`src/sv/ihc_pkg.sv`:
```
// shared types, constants and helpers for the ipv4 header check block
// no dependencies
package ihc_pkg;

    localparam int MAX_HDR_BYTES_DEF = 60;
    localparam int CNT_W = 6;

    localparam logic [CNT_W-1:0] MIN_HDR_BYTES = 6'd20;
    localparam logic [CNT_W-1:0] TTL_POS       = 6'd8;
    localparam logic [CNT_W-1:0] PROTO_POS     = 6'd9;
    localparam logic [CNT_W-1:0] CK_HI_POS     = 6'd10;
    localparam logic [CNT_W-1:0] CK_LO_POS     = 6'd11;

    localparam logic [1:0] ST_FWD     = 2'd0;
    localparam logic [1:0] ST_BAD_SUM = 2'd1;
    localparam logic [1:0] ST_BAD_LEN = 2'd2;

    localparam logic [1:0] SRC_LEN  = 2'd0;
    localparam logic [1:0] SRC_SUM  = 2'd1;
    localparam logic [1:0] SRC_BYTE = 2'd2;

    typedef struct packed {
        logic       start_hdr;
        logic       store;
        logic       latch_hc;
        logic       rd_issue;
        logic       rd_next;
        logic       out_load;
        logic [1:0] out_src;
    } t_dp_cmd;

    typedef struct packed {
        logic start;
        logic len_bad;
        logic last_byte;
        logic sum_ok;
        logic rd_last;
        logic out_free;
    } t_dp_sts;

    // one's complement add with end-around carry
    function automatic logic [15:0] fold_add(input logic [15:0] a, input logic [15:0] b);
        logic [16:0] s;
        s = {1'b0, a} + {1'b0, b};
        return s[15:0] + {15'd0, s[16]};
    endfunction

endpackage

```
`src/sv/ihc_in_if.sv`:
```
// header byte channel: valid/ready handshake with byte and start flag
// no dependencies
interface ihc_in_if;
    logic       valid;
    logic       ready;
    logic [7:0] header_byte;
    logic       start_flag;

    modport source (output valid, output header_byte, output start_flag, input ready);
    modport sink   (input valid, input header_byte, input start_flag, output ready);
endinterface

```
`src/sv/ihc_out_if.sv`:
```
// result channel: valid/ready handshake with rewritten byte and status
// no dependencies
interface ihc_out_if;
    logic       valid;
    logic       ready;
    logic [7:0] out_byte;
    logic       has_byte;
    logic [1:0] check_status;
    logic       end_of_run;

    modport source (output valid, output out_byte, output has_byte,
                    output check_status, output end_of_run, input ready);
    modport sink   (input valid, input out_byte, input has_byte,
                    input check_status, input end_of_run, output ready);
endinterface

```
`src/sv/ipv4_header_check_and_ttl_update.sv`:
```
// top level: ipv4 header checksum check and ttl decrement with incremental update
// depends on ihc_pkg, ihc_in_if, ihc_out_if, ihc_ctrl, ihc_datapath
//
//  port    dir   payload                                          handshake
//  i_hdr   in    header_byte[7:0], start_flag                     valid/ready
//  o_res   out   out_byte[7:0], has_byte, check_status[1:0],      valid/ready
//                end_of_run
//
// header bytes are taken one per handshake; after the last byte a check state tests the sum
// a good header replays byte by byte: a store read, then a load of the output register
// input is held off during check and replay, and while an unread result blocks the register
// reset is synchronous, active low, and leaves the block idle with no result pending
// a stalled output holds its result; the sequencer waits on it without losing state
module ipv4_header_check_and_ttl_update #(
    parameter int MAX_HEADER_BYTES = ihc_pkg::MAX_HDR_BYTES_DEF
) (
    input  logic      i_clk,
    input  logic      i_rst_n,
    ihc_in_if.sink    i_hdr,
    ihc_out_if.source o_res
);

    ihc_pkg::t_dp_cmd cmd;
    ihc_pkg::t_dp_sts sts;
    logic             in_ready;

    assign i_hdr.ready = in_ready;

    ihc_ctrl u_ctrl (
        .i_clk      (i_clk),
        .i_rst_n    (i_rst_n),
        .i_in_valid (i_hdr.valid),
        .o_in_ready (in_ready),
        .i_sts      (sts),
        .o_cmd      (cmd)
    );

    ihc_datapath #(
        .MAX_HEADER_BYTES (MAX_HEADER_BYTES)
    ) u_datapath (
        .i_clk   (i_clk),
        .i_rst_n (i_rst_n),
        .i_cmd   (cmd),
        .o_sts   (sts),
        .i_hdr   (i_hdr),
        .o_res   (o_res)
    );

endmodule

```
`src/sv/ihc_datapath.sv`:
```
// datapath: header store, checksum accumulation, incremental update, output register
// depends on ihc_pkg, ihc_in_if, ihc_out_if
module ihc_datapath #(
    parameter int MAX_HEADER_BYTES = ihc_pkg::MAX_HDR_BYTES_DEF
) (
    input  logic                 i_clk,
    input  logic                 i_rst_n,
    input  ihc_pkg::t_dp_cmd     i_cmd,
    output ihc_pkg::t_dp_sts     o_sts,
    ihc_in_if.sink               i_hdr,
    ihc_out_if.source            o_res
);

    localparam int AW = $clog2(MAX_HEADER_BYTES);
    localparam logic [ihc_pkg::CNT_W-1:0] MAX_LEN = ihc_pkg::CNT_W'(MAX_HEADER_BYTES);

    logic [7:0]                 r_mem [MAX_HEADER_BYTES];
    logic [ihc_pkg::CNT_W-1:0]  r_count;
    logic [ihc_pkg::CNT_W-1:0]  r_len;
    logic [15:0]                r_sum;
    logic [15:0]                r_rc;
    logic [7:0]                 r_hold;
    logic [7:0]                 r_ttl;
    logic [7:0]                 r_proto;
    logic [15:0]                r_hc;
    logic [ihc_pkg::CNT_W-1:0]  r_rd_idx;
    logic [7:0]                 r_rd_data;
    logic                       r_o_valid;
    logic [7:0]                 r_o_byte;
    logic                       r_o_has;
    logic [1:0]                 r_o_status;
    logic                       r_o_end;

    logic [ihc_pkg::CNT_W-1:0]  n_len;
    logic [15:0]                n_word;
    logic [7:0]                 n_ttl;
    logic [15:0]                n_hc;
    logic [7:0]                 n_byte;
    logic                       rd_last;

    assign n_len   = {i_hdr.header_byte[3:0], 2'b00};
    assign n_word  = (r_count == ihc_pkg::CK_LO_POS) ? 16'd0 : {r_hold, i_hdr.header_byte};
    assign n_ttl   = r_ttl - 8'd1;
    assign n_hc    = ~ihc_pkg::fold_add(ihc_pkg::fold_add(~r_rc, ~{r_ttl, r_proto}),
                                        {n_ttl, r_proto});
    assign rd_last = (r_rd_idx + 6'd1) == r_len;

    always_comb begin
        case (r_rd_idx)
            ihc_pkg::TTL_POS:   n_byte = n_ttl;
            ihc_pkg::CK_HI_POS: n_byte = r_hc[15:8];
            ihc_pkg::CK_LO_POS: n_byte = r_hc[7:0];
            default:            n_byte = r_rd_data;
        endcase
    end

    assign o_sts.start     = i_hdr.start_flag;
    assign o_sts.len_bad   = (n_len < ihc_pkg::MIN_HDR_BYTES) || (n_len > MAX_LEN);
    assign o_sts.last_byte = (r_count + 6'd1) == r_len;
    assign o_sts.sum_ok    = (~r_sum) == r_rc;
    assign o_sts.rd_last   = rd_last;
    assign o_sts.out_free  = !r_o_valid || o_res.ready;

    // header store
    always_ff @(posedge i_clk) begin
        if (i_cmd.start_hdr) begin
            r_mem[0] <= i_hdr.header_byte;
        end else if (i_cmd.store) begin
            r_mem[r_count[AW-1:0]] <= i_hdr.header_byte;
        end
        if (i_cmd.rd_issue) begin
            r_rd_data <= r_mem[r_rd_idx[AW-1:0]];
        end
    end

    // collection and checksum
    always_ff @(posedge i_clk) begin
        if (!i_rst_n) begin
            r_count <= '0;
            r_len   <= '0;
            r_sum   <= '0;
            r_rc    <= '0;
            r_hold  <= '0;
        end else if (i_cmd.start_hdr) begin
            r_count <= 6'd1;
            r_len   <= n_len;
            r_sum   <= '0;
            r_rc    <= '0;
            r_hold  <= i_hdr.header_byte;
        end else if (i_cmd.store) begin
            r_count <= r_count + 6'd1;
            if (!r_count[0]) begin
                r_hold <= i_hdr.header_byte;
            end else begin
                r_sum <= ihc_pkg::fold_add(r_sum, n_word);
                if (r_count == ihc_pkg::CK_LO_POS) begin
                    r_rc <= {r_hold, i_hdr.header_byte};
                end
            end
        end
    end

    always_ff @(posedge i_clk) begin
        if (i_cmd.store && r_count == ihc_pkg::TTL_POS) begin
            r_ttl <= i_hdr.header_byte;
        end
        if (i_cmd.store && r_count == ihc_pkg::PROTO_POS) begin
            r_proto <= i_hdr.header_byte;
        end
        if (i_cmd.latch_hc) begin
            r_hc <= n_hc;
        end
    end

    // replay index
    always_ff @(posedge i_clk) begin
        if (!i_rst_n) begin
            r_rd_idx <= '0;
        end else if (i_cmd.latch_hc) begin
            r_rd_idx <= '0;
        end else if (i_cmd.rd_next) begin
            r_rd_idx <= r_rd_idx + 6'd1;
        end
    end

    // output register
    always_ff @(posedge i_clk) begin
        if (!i_rst_n) begin
            r_o_valid <= 1'b0;
        end else if (i_cmd.out_load) begin
            r_o_valid <= 1'b1;
        end else if (o_res.ready) begin
            r_o_valid <= 1'b0;
        end
    end

    always_ff @(posedge i_clk) begin
        if (i_cmd.out_load) begin
            case (i_cmd.out_src)
                ihc_pkg::SRC_BYTE: begin
                    r_o_byte   <= n_byte;
                    r_o_has    <= 1'b1;
                    r_o_status <= ihc_pkg::ST_FWD;
                    r_o_end    <= rd_last;
                end
                ihc_pkg::SRC_SUM: begin
                    r_o_byte   <= 8'd0;
                    r_o_has    <= 1'b0;
                    r_o_status <= ihc_pkg::ST_BAD_SUM;
                    r_o_end    <= 1'b1;
                end
                default: begin
                    r_o_byte   <= 8'd0;
                    r_o_has    <= 1'b0;
                    r_o_status <= ihc_pkg::ST_BAD_LEN;
                    r_o_end    <= 1'b1;
                end
            endcase
        end
    end

    assign o_res.valid        = r_o_valid;
    assign o_res.out_byte     = r_o_byte;
    assign o_res.has_byte     = r_o_has;
    assign o_res.check_status = r_o_status;
    assign o_res.end_of_run   = r_o_end;

    a_count_in_len: assert property (@(posedge i_clk) disable iff (!i_rst_n)
        r_count <= r_len)
        else $error("byte count beyond header length");

    a_len_in_range: assert property (@(posedge i_clk) disable iff (!i_rst_n)
        i_cmd.start_hdr |=> (r_len >= ihc_pkg::MIN_HDR_BYTES) && (r_len <= MAX_LEN))
        else $error("accepted header length out of range");

endmodule

```
`src/sv/ihc_ctrl.sv`:
```
// controller: collect, check and replay sequencing for the header checker
// depends on ihc_pkg
module ihc_ctrl (
    input  logic             i_clk,
    input  logic             i_rst_n,
    input  logic             i_in_valid,
    output logic             o_in_ready,
    input  ihc_pkg::t_dp_sts i_sts,
    output ihc_pkg::t_dp_cmd o_cmd
);

    localparam logic [2:0] S_IDLE    = 3'd0;
    localparam logic [2:0] S_COLLECT = 3'd1;
    localparam logic [2:0] S_CHECK   = 3'd2;
    localparam logic [2:0] S_READ    = 3'd3;
    localparam logic [2:0] S_SEND    = 3'd4;

    logic [2:0] r_state;
    logic [2:0] n_state;
    logic       in_fire;

    assign o_in_ready = ((r_state == S_IDLE) || (r_state == S_COLLECT)) && i_sts.out_free;
    assign in_fire    = i_in_valid && o_in_ready;

    always_comb begin
        n_state = r_state;
        o_cmd   = '0;
        unique case (r_state) inside
            S_IDLE, S_COLLECT: begin
                if (in_fire) begin
                    if (i_sts.start) begin
                        if (i_sts.len_bad) begin
                            o_cmd.out_load = 1'b1;
                            o_cmd.out_src  = ihc_pkg::SRC_LEN;
                            n_state        = S_IDLE;
                        end else begin
                            o_cmd.start_hdr = 1'b1;
                            n_state         = S_COLLECT;
                        end
                    end else if (r_state == S_COLLECT) begin
                        o_cmd.store = 1'b1;
                        if (i_sts.last_byte) begin
                            n_state = S_CHECK;
                        end
                    end
                end
            end
            S_CHECK: begin
                if (i_sts.sum_ok) begin
                    o_cmd.latch_hc = 1'b1;
                    n_state        = S_READ;
                end else if (i_sts.out_free) begin
                    o_cmd.out_load = 1'b1;
                    o_cmd.out_src  = ihc_pkg::SRC_SUM;
                    n_state        = S_IDLE;
                end
            end
            S_READ: begin
                o_cmd.rd_issue = 1'b1;
                n_state        = S_SEND;
            end
            S_SEND: begin
                if (i_sts.out_free) begin
                    o_cmd.out_load = 1'b1;
                    o_cmd.out_src  = ihc_pkg::SRC_BYTE;
                    o_cmd.rd_next  = 1'b1;
                    n_state        = i_sts.rd_last ? S_IDLE : S_READ;
                end
            end
            default: begin
                n_state = S_IDLE;
            end
        endcase
    end

    always_ff @(posedge i_clk) begin
        if (!i_rst_n) begin
            r_state <= S_IDLE;
        end else begin
            r_state <= n_state;
        end
    end

    a_load_when_free: assert property (@(posedge i_clk) disable iff (!i_rst_n)
        o_cmd.out_load |-> i_sts.out_free)
        else $error("output register overwritten");

    a_no_input_in_replay: assert property (@(posedge i_clk) disable iff (!i_rst_n)
        (r_state == S_READ || r_state == S_SEND || r_state == S_CHECK) |-> !o_in_ready)
        else $error("input taken during check or replay");

    a_send_follows_read: assert property (@(posedge i_clk) disable iff (!i_rst_n)
        o_cmd.rd_issue |=> r_state == S_SEND)
        else $error("read not followed by send");

endmodule
```
`src/flat_wrapper.sv`:
```
// flat-port wrapper written by rule: the top's interface ports become plain ports
module ipv4_header_check_and_ttl_update_flat 
#(
    parameter int MAX_HEADER_BYTES = ihc_pkg::MAX_HDR_BYTES_DEF
)
  (i_clk, i_rst_n, i_hdr_valid, i_hdr_header_byte, i_hdr_start_flag, i_hdr_ready, o_res_valid, o_res_out_byte, o_res_has_byte, o_res_check_status, o_res_end_of_run, o_res_ready);
  ihc_in_if i_hdr_i ();
  ihc_out_if o_res_i ();
  input  logic i_clk;
  input  logic i_rst_n;
  input wire logic [$bits(i_hdr_i.valid)-1:0] i_hdr_valid;
  input wire logic [$bits(i_hdr_i.header_byte)-1:0] i_hdr_header_byte;
  input wire logic [$bits(i_hdr_i.start_flag)-1:0] i_hdr_start_flag;
  output wire logic [$bits(i_hdr_i.ready)-1:0] i_hdr_ready;
  output wire logic [$bits(o_res_i.valid)-1:0] o_res_valid;
  output wire logic [$bits(o_res_i.out_byte)-1:0] o_res_out_byte;
  output wire logic [$bits(o_res_i.has_byte)-1:0] o_res_has_byte;
  output wire logic [$bits(o_res_i.check_status)-1:0] o_res_check_status;
  output wire logic [$bits(o_res_i.end_of_run)-1:0] o_res_end_of_run;
  input wire logic [$bits(o_res_i.ready)-1:0] o_res_ready;
  assign i_hdr_i.valid = i_hdr_valid;
  assign i_hdr_i.header_byte = i_hdr_header_byte;
  assign i_hdr_i.start_flag = i_hdr_start_flag;
  assign i_hdr_ready = i_hdr_i.ready;
  assign o_res_valid = o_res_i.valid;
  assign o_res_out_byte = o_res_i.out_byte;
  assign o_res_has_byte = o_res_i.has_byte;
  assign o_res_check_status = o_res_i.check_status;
  assign o_res_end_of_run = o_res_i.end_of_run;
  assign o_res_i.ready = o_res_ready;
  ipv4_header_check_and_ttl_update #(.MAX_HEADER_BYTES(MAX_HEADER_BYTES)) u_core (.i_clk(i_clk), .i_rst_n(i_rst_n), .i_hdr(i_hdr_i), .o_res(o_res_i));
endmodule
```
`config.mk`:
```
export PLATFORM = sky130hd
export DESIGN_NAME = ipv4_header_check_and_ttl_update_flat
export DESIGN_NICKNAME = d
export VERILOG_FILES = /design/src/sv/ihc_pkg.sv /design/src/sv/ihc_in_if.sv /design/src/sv/ihc_out_if.sv /design/src/sv/ipv4_header_check_and_ttl_update.sv /design/src/sv/ihc_datapath.sv /design/src/sv/ihc_ctrl.sv /design/src/flat_wrapper.sv
export SDC_FILE = /design/constraint.sdc
export NUM_CORES = 1
export LEC_CHECK = 0
export ABC_AREA = 1
export BUFFER_PORTS_ARGS = -buffer_cell sky130_fd_sc_hd__clkbuf_2
export CORE_AREA = 2 2 167 292
export CTS_BUF_LIST = sky130_fd_sc_hd__clkbuf_8
export CTS_CLUSTER_SIZE = 24
export DETAILED_ROUTE_END_ITERATION = 12
export DIE_AREA = 0 0 169 294
export PLACE_DENSITY = 0.81
export SLEW_MARGIN = 20
export SYNTH_ARGS = -nofsm -noshare
export SYNTH_HDL_FRONTEND = slang
export SYNTH_SLANG_ARGS = --single-unit
```
`constraint.sdc`:
```
create_clock -name i_clk -period 6.1 [get_ports i_clk]
set_clock_uncertainty 0.1 [all_clocks]
set_input_delay 0.61 -clock i_clk [delete_from_list [all_inputs] [get_ports i_clk]]
set_output_delay 0.61 -clock i_clk [all_outputs]
set_load 0.05 [all_outputs]
```
Word-level counts from Yosys, hierarchy flattened. Memories as Yosys holds them, arrays and structs flattened. A register that Yosys moved wholly into a read port is not among the register bits. Cells that the tools add are included.

Bits in registers: 104. Bits in writable memories: 480. Bits of input ports: 13. Output and inout bits: 14. Word-level logic and storage cells: 119. Memories: 1.

Add/subtract/negate cells: 9. Magnitude comparators: 2. Equality and inequality tests: 21. Multiplexer cells: 46. Bitwise operators: 5. Reduce and logical (&&, ||, !) cells: 19.

Memories: u_core.u_datapath.r_mem (words 60, bits a word 8, rd ports 1, clocked after memory_dff 1, wr ports 1, line ihc_datapath.sv:17) `logic [7:0] r_mem [MAX_HEADER_BYTES];`.

Operators with widths (number): 16-bit inverter (4); 16-bit by 16-bit adder with 17-bit output (3); 16-bit by 1-bit adder with 16-bit output (3); 6-bit by 4-bit == test with 1-bit output (second input constant) (6); 3-bit two-way mux (12); 8-bit two-way mux (4); 8-bit one-hot mux with 3 select lines (1); 1-bit two-way mux (20); 16-bit == test (1); 16-bit two-way mux (1); 6-bit by 1-bit adder with 6-bit output (second input constant) (2); 6-bit == test (2); 3-bit one-hot mux with 4 select lines (1); 3-bit one-hot mux with 3 select lines (1); 8-bit OR reduction (1); 8-bit by 1-bit subtractor with 8-bit output (second input constant) (1); 3-bit by 2-bit == test with 1-bit output (second input constant) (2); 6-bit greater-than comparator (second input constant) (1); 6-bit by 5-bit < comparator with 1-bit output (second input constant) (1); 2-bit two-way mux (3); 6-bit two-way mux (1); 3-bit by 2-bit != test with 1-bit output (second input constant) (2); 2-bit OR reduction (3); 5-bit AND reduction (1); other kinds (17) (25).

Logic depth before layout (Yosys ltp). Gate-level depths: netlist of run 1.

Word-level depth: 11. Gate-level depth with buffers: 41.

Worst setup path after synthesis of run 1. OpenSTA, ideal clock, no wires.

Path kind: flip-flop to flip-flop. Start: register u_core.u_datapath.r_proto[0]. End: register u_core.u_datapath.r_hc[15] (data pin). Library setup time: 253 ps. Arrival: 5091 ps. Slack: 656 ps. Stages on the path, launching flop included: 41. Buffers on the path: 0. Clock period less this slack: 5444 ps. Cell sequence: edfxtp_1 inv_1 ha_1 inv_1 fa_1 inv_1 nand3_1 nand2_1 nand4_1 nand3_1 nand4_1 o311ai_0 ha_1 nand2_1 nor2_1 nand3_1 nor2_1 nand2_1 [... 5 more ...] nor2_1 ha_1 nand2_1 nor2_1 nand3_1 nand2_1 a21oi_1 o21bai_1 ha_1 nand2_1 nor2_1 nand2_1 nor2_1 nand4_1 nor2_2 nand3_1 nand2_1 nand2_1.

Cells in the longest elaborated chain, start to end: 6.

Ends and longest elaborated chain: start, declared (line ihc_datapath.sv:24) `logic [7:0] r_proto;`; start signal, assigned (line ihc_datapath.sv:108) `r_proto <= i_hdr.header_byte;`; 16-bit inverter (line ihc_datapath.sv:44) `assign n_hc = ~ihc_pkg::fold_add(ihc_pkg::fold_add(~r_rc, ~{r_ttl, r_proto}),`; 16-bit by 16-bit adder with 17-bit output (line ihc_pkg.sv:44) `s = {1'b0, a} + {1'b0, b};`; 16-bit by 1-bit adder with 16-bit output (line ihc_pkg.sv:45) `return s[15:0] + {15'd0, s[16]};`; 16-bit by 16-bit adder with 17-bit output * (line ihc_pkg.sv:44); 16-bit by 1-bit adder with 16-bit output * (line ihc_pkg.sv:45); 16-bit inverter * (line ihc_datapath.sv:44); net u_core.u_datapath.n_hc[15] (line ihc_datapath.sv:37) `logic [15:0] n_hc;`; end signal, assigned (line ihc_datapath.sv:111) `r_hc <= n_hc;`; end, declared (line ihc_datapath.sv:25) `logic [15:0] r_hc;`.

The timed path passes the listed nets; every way through them passes the cells marked *. A chain may end at the register's enable or synchronous reset.

Final worst setup path of run 1. Ends and elaborated chain as after synthesis.

==> summary.md, run 1 <==
| Metric | Value |
|---|---|
| Initial core utilization | `58.4%` |
| Hold Startpoint | `i_hdr_header_byte[2]` |
| Worst min-delay path endpoint | `u_core.u_datapath.r_len[4]$_SDFFE_PN0P_` |
| Finished Layout Cells | `3440` |
| Outcome | `finished clean` |
| CP Capture Type | `register` |
| WHS Path Cells | `3` |
| DP Cell Count | `3288` |
| Post-synth top area cell | `edfxtp_1` |
| Port buffer count | `26` |
| CTS Sinks | `592` |
| Worst reg2reg path depth | `37` |
| Post-Syn Instances | `2738` |
| Final setup margin | `286 ps` |
| Synth warnings | `0` |
| Power per cell area | `246 nW/um2` |
| # setup viols final | `0` |
| Register area | `17200 um2` |
| Die width | `169 um` |
| WL final | `77200 um` |
| Initial antenna violation count | `2` |
| Clk slew on worst S/H paths | `70 ps` |
| CTS root buf | `clkbuf_8` |
| Max-cap viol count | `0` |
| HPWL after DPL | `51300 um` |
| Min cycle time layout | `5810 ps` |
| Gr ovfl total | `0` |
| Worst-margin pin slew | `1060 ps` |
| Layout cells sized above 1 | `8.68%` |
| H-tree Lvls | `3` |
| Area of the core | `47500 um2` |
| Drt wl/cell | `22.4 um` |
| GRT Resource Usage Total | `31.0%` |
| Clock buffer depth | `3` |
| Syn nets | `2817` |
| Die height | `294 um` |
| Largest net degree at the start of global routing | `243` |
| Post-Synthesis Cell Area | `27700 um2` |
| Avg Synthesized Cell Area | `10.1 um2` |
| Reg2reg start | `u_core.u_datapath.r_proto[0]$_DFFE_PP_` |
| Crit share post-route | `95.3%` |
| CTS Buf Count | `79` |
| Max Slew Vio Count | `0` |
| Critical Path AT | `6140 ps` |
| Initial DRC count | `2460` |
| Vias in the first global route | `21.0k` |
| Synth Flop Type | `edfxtp_1` |
| TritonCTS clock tree | `done` |
| Static Leakage | `11.1 nW` |
| # rows | `106` |
| Worst r2r dst | `u_core.u_datapath.r_hc[15]$_DFFE_PP_` |
| R2R setup slack | `290 ps` |
| Seq/Total Area, Yosys | `62.0%` |
| Setup CP Type | `register to register` |
| Worst Hold Class | `input pin to register` |
| Global-route wire length before repair | `116000 um` |
| Final weighted congestion in routability-driven placement | `0.988` |
| Vias post-DR | `21.1k` |
| Critical-path maximum fanout | `5` |
| Synthesized flop and latch total | `592` |
| DRT antenna net count | `0` |
| Area of the multi-input gates | `9320 um2` |
| Vias per cell | `6.13` |
| Setup Slack @ Placement | `-89.9 ps` |
| First-pass DRT Iterations | `6` |
| Layout net count | `2865` |
| Synth top area cells | `edfxtp_1 (58%), nand2_1 (6.1%), nor2_1 (6.0%), o21ai_0 (5.6%), dfxtp_1 (4.3%)` |
| Worst skew pair latency | `680 ps` |
| Synth async-reset ratio | `0%` |
| CP dominant cell by count | `nand2_1` |
| Top Ports | `27` |
| Kind of start point of the critical path | `register` |
| Yosys top cell area share | `57.7%` |
| Post-synth cell types | `53` |
| Fill cells | `3638` |
| Critical Path Max Stage Delay | `390 ps` |
| Die area | `49700 um2` |
| CTS Hold Bufs | `0` |
| Worst relative slew slack | `29.0%` |
| Hold slack | `238 ps` |
| P&R area growth vs syn | `8.81%` |
| Worst path required time | `6420 ps` |
| Fin. Hold Viols | `0` |
| F_max | `0.172 GHz` |
| Critical path's slowest cell | `edfxtp_1` |
| Number of synthesized flops with an enable pin | `532` |
| DRC violations left | `0` |
| VDD IR-drop max | `122 uV` |
layout make-up:
type | count | area share (%)
Sequential cell | 592 | 57.0
Multi-Input combinational cell | 1796 | 30.9
Clock buffer | 82 | 3.74
Inverter | 235 | 2.95
Tap cell | 594 | 2.46
Timing Repair Buffer | 82 | 1.91
Clock inverter | 58 | 1.02
Antenna cell | 1 | 0.00830
how the worst max path moves through the flow:
stage / start / endpoint / slack [ps] / cells past startpoint
2_1_floorplan: u_core.u_datapath.r_proto[0]$_DFFE_PP_ / u_core.u_datapath.r_hc[15]$_DFFE_PP_ / 660 / 40
3_3_place_gp: u_core.u_datapath.r_proto[0]$_DFFE_PP_ / u_core.u_datapath.r_hc[15]$_DFFE_PP_ / 140 / 40
3_5_place_dp: u_core.u_datapath.r_proto[0]$_DFFE_PP_ / u_core.u_datapath.r_hc[15]$_DFFE_PP_ / -90 / 40
4_1_cts: u_core.u_datapath.r_proto[0]$_DFFE_PP_ / u_core.u_datapath.r_hc[15]$_DFFE_PP_ / 70 / 40
5_1_grt: u_core.u_datapath.r_proto[0]$_DFFE_PP_ / u_core.u_datapath.r_hc[12]$_DFFE_PP_ / -80 / 40
6_report: u_core.u_datapath.r_proto[0]$_DFFE_PP_ / u_core.u_datapath.r_hc[15]$_DFFE_PP_ / 290 / 37
logic make-up (layout without fill, tap and decap cells):
family | after synthesis | in the layout | share of synthesized area (%)
buffers and inverters | 350 | 457 | 4.91
other | 0 | 1 | 0
xor gates and xnor gates | 60 | 60 | 1.95
DFF | 592 | 592 | 62.0
adders and majority gates | 66 | 66 | 3.06
AOI/OAI and AO/OA | 574 | 574 | 11.8
and+or+nand+nor | 1096 | 1096 | 16.3
cells in the final DEF (no fill, tap or decap), drive strengths merged:
| cell type | count |
|---|---|
| edfxtp | 532 |
| ha | 63 |
| a41oi | 6 |
| o211a | 1 |
| o22ai | 75 |
| dfxtp | 60 |
| o311ai | 2 |
| xnor2 | 28 |
| a21oi | 96 |
| buf | 56 |
| o31ai | 1 |
| nand3 | 122 |
| and3 | 1 |
| o21a | 3 |
| a221o | 1 |
| o21ai | 315 |
| xor2 | 31 |
| a21o | 2 |
| nand3b | 10 |
| o21bai | 3 |
| nor2 | 452 |
| clkinv | 34 |
| or2 | 2 |
| o211ai | 17 |
| xnor3 | 1 |
| a31oi | 11 |
| inv | 252 |
| diode | 1 |
| bufinv | 1 |
| nand2 | 457 |
| nor3 | 13 |
| nand4 | 31 |
| a22o | 1 |
| fa | 3 |
| nor4 | 6 |
| clkbuf | 108 |
| clkinvlp | 6 |
| o221ai | 40 |
| and2 | 2 |
worst max-delay path: cells and delay by family, from the launching register on:
kind,cells,cell delay [ps]
fa+ha+maj,5,1370
flops,1,390
buf+inv,4,280
compound gates,5,700
simple gates,22,2540
xor+xnor,1,190
stage by stage:
| stage | setup TNS, ps | total power, W | util, % | area (um2) |
|---|---|---|---|---|
| 2_1_floorplan | 0 | 0.00462 | - | 27700 |
| 3_3_place_gp | 0 | 0.00472 | 60.0 | 28500 |
| 3_5_place_dp | -275 | 0.00473 | 60.0 | 28500 |
| 4_1_cts | 0 | 0.00743 | 63.1 | 29900 |
| 5_1_grt | -343 | 0.00761 | 63.5 | 30200 |
| 6_report | 0 | 0.00743 | 63.5 | 30200 |
state kept, by name, indices dropped and copies added (netlist names), 6 cells and up:
signal,count
u_core.u_datapath.r_rc,16
u_core.u_datapath.r_rd_idx,6
u_core.u_datapath.r_proto,8
u_core.u_datapath.r_hc,16
u_core.u_datapath.r_sum,16
u_core.u_datapath.r_hold,8
u_core.u_datapath.r_count,6
u_core.u_datapath.o_res.out_byte,8
u_core.u_datapath.r_rd_data,8
u_core.u_datapath.r_ttl,8
u_core.u_datapath.r_mem,480
power breakdown:
part	internal (W)	switching, W
sequential	0.00442	0.00000959
combinational	0.0000460	0.000170
clock	0.00131	0.00147
synth_stat cells, types with 10 or more instances:
master and count:
o211ai_1 17, nor2_1 441, xor2_1 31, nand4_1 31, dfxtp_1 60, clkbuf_1 90
nand3b_1 10, a31oi_1 11, o22ai_1 75, xnor2_1 28, edfxtp_1 532, nand2_1 453
inv_1 226, nand3_1 121, buf_2 16, nor3_1 11, a21oi_1 94, o21ai_0 311
o221ai_1 40, ha_1 63
per-layer routing:
layer  GRT usage (%)  wire (um)
met1            32.6      25200
met5               0         15
met3            4.94       5540
met2            54.6      39600
met4            25.0       6890
what timing repair did:
action / CTS / global route
setup buffers: 0 / 11
setup endpoints to repair: 5 / 10
hold endpoints to repair: 0 / 0
resized for setup: 2 / 28
pin swaps: 0 / 24
No activity file was read; power rests on OpenSTA's default activity.
==> inputs of run 2 (changes only) <==
--- a/config.mk
+++ b/config.mk
@@ -7,12 +7,11 @@
 export LEC_CHECK = 0
 export ABC_AREA = 1
 export BUFFER_PORTS_ARGS = -buffer_cell sky130_fd_sc_hd__clkbuf_2
-export CORE_AREA = 2 2 167 292
+export CORE_AREA = 2 2 255 446
 export CTS_BUF_LIST = sky130_fd_sc_hd__clkbuf_8
 export CTS_CLUSTER_SIZE = 24
 export DETAILED_ROUTE_END_ITERATION = 12
-export DIE_AREA = 0 0 169 294
-export PLACE_DENSITY = 0.81
+export DIE_AREA = 0 0 257 448
 export SLEW_MARGIN = 20
 export SYNTH_ARGS = -nofsm -noshare
 export SYNTH_HDL_FRONTEND = slang
==> run 2 against run 1 <==
Against the previous run:
- clock power up 5%
- core utilization down 35 points
- design area up 3.5%
- setup slack better by 170 ps
- via count down 3.9%
- global-route usage down 17 points
- non-clock buffer count down 7
- sequential share of layout area down 1.9 points
- total power up 1.9%
- combinational power up 5%
- die area up 130%
- highest routed layer is now met4
==> summary.md, run 2 (same netlist as run 1, synthesis figures left out) <==
| Metric | Value |
|---|---|
| Outcome | `finished clean` |
| Min cycle time layout | `5650 ps (-166 ps)` |
| Critical Path AT | `6010 ps (-130 ps)` |
| Layout cells sized above 1 | `8.49% (-0.19 points)` |
| Vias post-DR | `20.3k (-3.9%)` |
| Power per cell area | `243 nW/um2 (-1.6%)` |
| Max-cap viol count | `0 (unchanged)` |
| Final weighted congestion in routability-driven placement | `0.889 (-10%)` |
| Fill cells | `11.6k (+220%)` |
| Finished Layout Cells | `4316 (+25%)` |
| TritonCTS clock tree | `done` |
| Kind of start point of the critical path | `register` |
| Vias per cell | `4.70 (-23%)` |
| Initial core utilization | `24.9% (-33 points)` |
| Largest net degree at the start of global routing | `193 (-21%)` |
| DRC violations left | `0 (unchanged)` |
| DRT antenna net count | `0 (unchanged)` |
| VDD IR-drop max | `141 uV (+16%)` |
| Crit share post-route | `92.6% (-2.7 points)` |
| # rows | `162 (+53%)` |
| Worst relative slew slack | `25.3% (-3.7 points)` |
| Static Leakage | `11.1 nW (-0.19%)` |
| Setup Slack @ Placement | `121 ps (+211 ps)` |
| Die area | `115000 um2 (+130%)` |
| CP Capture Type | `register` |
| Drt wl/cell | `19.0 um (-15%)` |
| # setup viols final | `0 (unchanged)` |
| Vias in the first global route | `20.1k (-4.3%)` |
| Clock buffer depth | `3 (unchanged)` |
| Die height | `448 um (+52%)` |
| Met2 WL | `45800 um (+16%)` |
| Top Ports | `27 (unchanged)` |
| WL final | `82200 um (+6.5%)` |
| CTS Hold Bufs | `0 (unchanged)` |
| Max Slew Vio Count | `0 (unchanged)` |
| Die width | `257 um (+52%)` |
| Setup CP Type | `register to register` |
| DP Cell Count | `4172 (+27%)` |
| P&R area growth vs syn | `12.6%` |
| H-tree Lvls | `3 (unchanged)` |
| Final setup margin | `452 ps (+166 ps)` |
| Uppermost layer routed | `met4` |
| Worst Hold Class | `input pin to register` |
| Final core utilization | `28.0% (-35 points)` |
| Global-route wire length before repair | `121000 um (+4.9%)` |
| Most common cell after layout, fill and taps aside | `edfxtp_1` |
| Gr ovfl total | `0 (unchanged)` |
| Initial DRC count | `1409 (-43%)` |
| Overall power | `0.00757 W (+1.9%)` |
| Worst skew pair latency | `710 ps (+30 ps)` |
| Setup TNS | `0 ps (unchanged)` |
| Routed length on met3 | `3170 um (-43%)` |
| GRT Resource Usage Total | `14.0% (-17 points)` |
| F_max | `0.177 GHz (+2.9%)` |
| Worst path required time | `6460 ps (+40 ps)` |
| Largest Register | `u_core.u_datapath.r_mem` |
| Critical path's slowest cell | `edfxtp_1` |
| Critical Path Max Stage Delay | `410 ps (+20 ps)` |
| Most frequent cells in the layout | `edfxtp_1 (532), nand2_1 (448), nor2_1 (434)` |
| Largest register FFs | `480 (unchanged)` |
| CTS Sinks | `592 (unchanged)` |
| HPWL after DPL | `55800 um (+8.9%)` |
| CTS root buf | `clkbuf_8` |
| First-pass DRT Iterations | `6 (unchanged)` |
| Worst path top cell family by delay | `simple AND/OR/NAND/NOR gates` |
| Area of the core | `111000 um2 (+130%)` |
| Worst-margin pin slew | `1120 ps (+56.6 ps)` |
| CTS Buf Count | `79 (unchanged)` |
| Buf/Inv on CP | `4 (unchanged)` |
| Clk slew on worst S/H paths | `70 ps (about the same)` |
| Critical-path maximum fanout | `5 (unchanged)` |
| Layout net count | `2858 (-0.24%)` |
| Initial antenna violation count | `1 (-1)` |
| Port buffer count | `26 (unchanged)` |
| DRT met1 WL | `27000 um (+7.3%)` |
| Fin. Hold Viols | `0 (unchanged)` |
==> run 2: changes by cell type in the layout (fill, tap and decap cells not counted), moves of 3 or more <==
cell | before | now
buf_4 | 54 | 48
clkbuf_8 | 82 | 79
nor2_2 | 9 | 12
nor2_4 | 8 | 5
==> run 2: final timing paths <==
| path | start | to | slack (ps) | cells after the start |
|---|---|---|---|---|
| worst max-delay path | u_core.u_datapath.r_proto[0]$_DFFE_PP_ | u_core.u_datapath.r_hc[15]$_DFFE_PP_ | 450 | 39 |
| worst min-delay path | i_hdr_header_byte[4] | u_core.u_datapath.r_mem[56][4]$_DFFE_PP_ | 150 | 1 |
| worst max register to register | u_core.u_datapath.r_proto[0]$_DFFE_PP_ | u_core.u_datapath.r_hc[15]$_DFFE_PP_ | 450 | 39 |
| worst min register to register | u_core.u_datapath.r_hold[0]$_SDFFE_PN0P_ | u_core.u_datapath.r_hold[0]$_SDFFE_PN0P_ | 370 | 2 |
==> run 2: repair_timing <==
item / CTS / global route
buffers inserted: 0 / 2
hold endpoints to repair: 0 / 0
gates resized for setup: 0 / 28
setup endpoints to repair: 0 / 11
==> run 2: power by group <==
| part | internal [W] | leakage (nW) | total (W) | switching, W |
|---|---|---|---|---|
| clock | 0.00136 | 0.830 | 0.00291 | 0.00155 |
| sequential | 0.00442 | 5.27 | 0.00443 | 0.00000915 |
| combinational | 0.0000469 | 4.99 | 0.000226 | 0.000179 |
==> run 2: area by class of cell <==
cell class / count / area (um2) / area share, %
timing repair buffer: 75 / 510 / 1.64
tap: 1476 / 1850 / 5.92
antenna: 1 / 2.50 / 0.00802
sequential: 592 / 17200 / 55.1
multi-input combinational: 1796 / 9300 / 29.8
clock inverter: 62 / 382 / 1.22
clock buffer: 79 / 1090 / 3.49
inverter: 235 / 890 / 2.85
==> run 2: metal layers <==
layer  track usage (%)  up-vias
met1              12.8     9854
met4              10.2        0
met3              1.89      229
met2              27.9      534
li1                  -     9653
met5                 0        -
==> run 2: per-stage QoR <==
step           cell area [um2]  hold slack (ps)
3_5_place_dp             29600              364
2_1_floorplan            27700              341
3_3_place_gp             29600              361
4_1_cts                  31100              138
5_1_grt                  31200              131
6_report                 31200              154
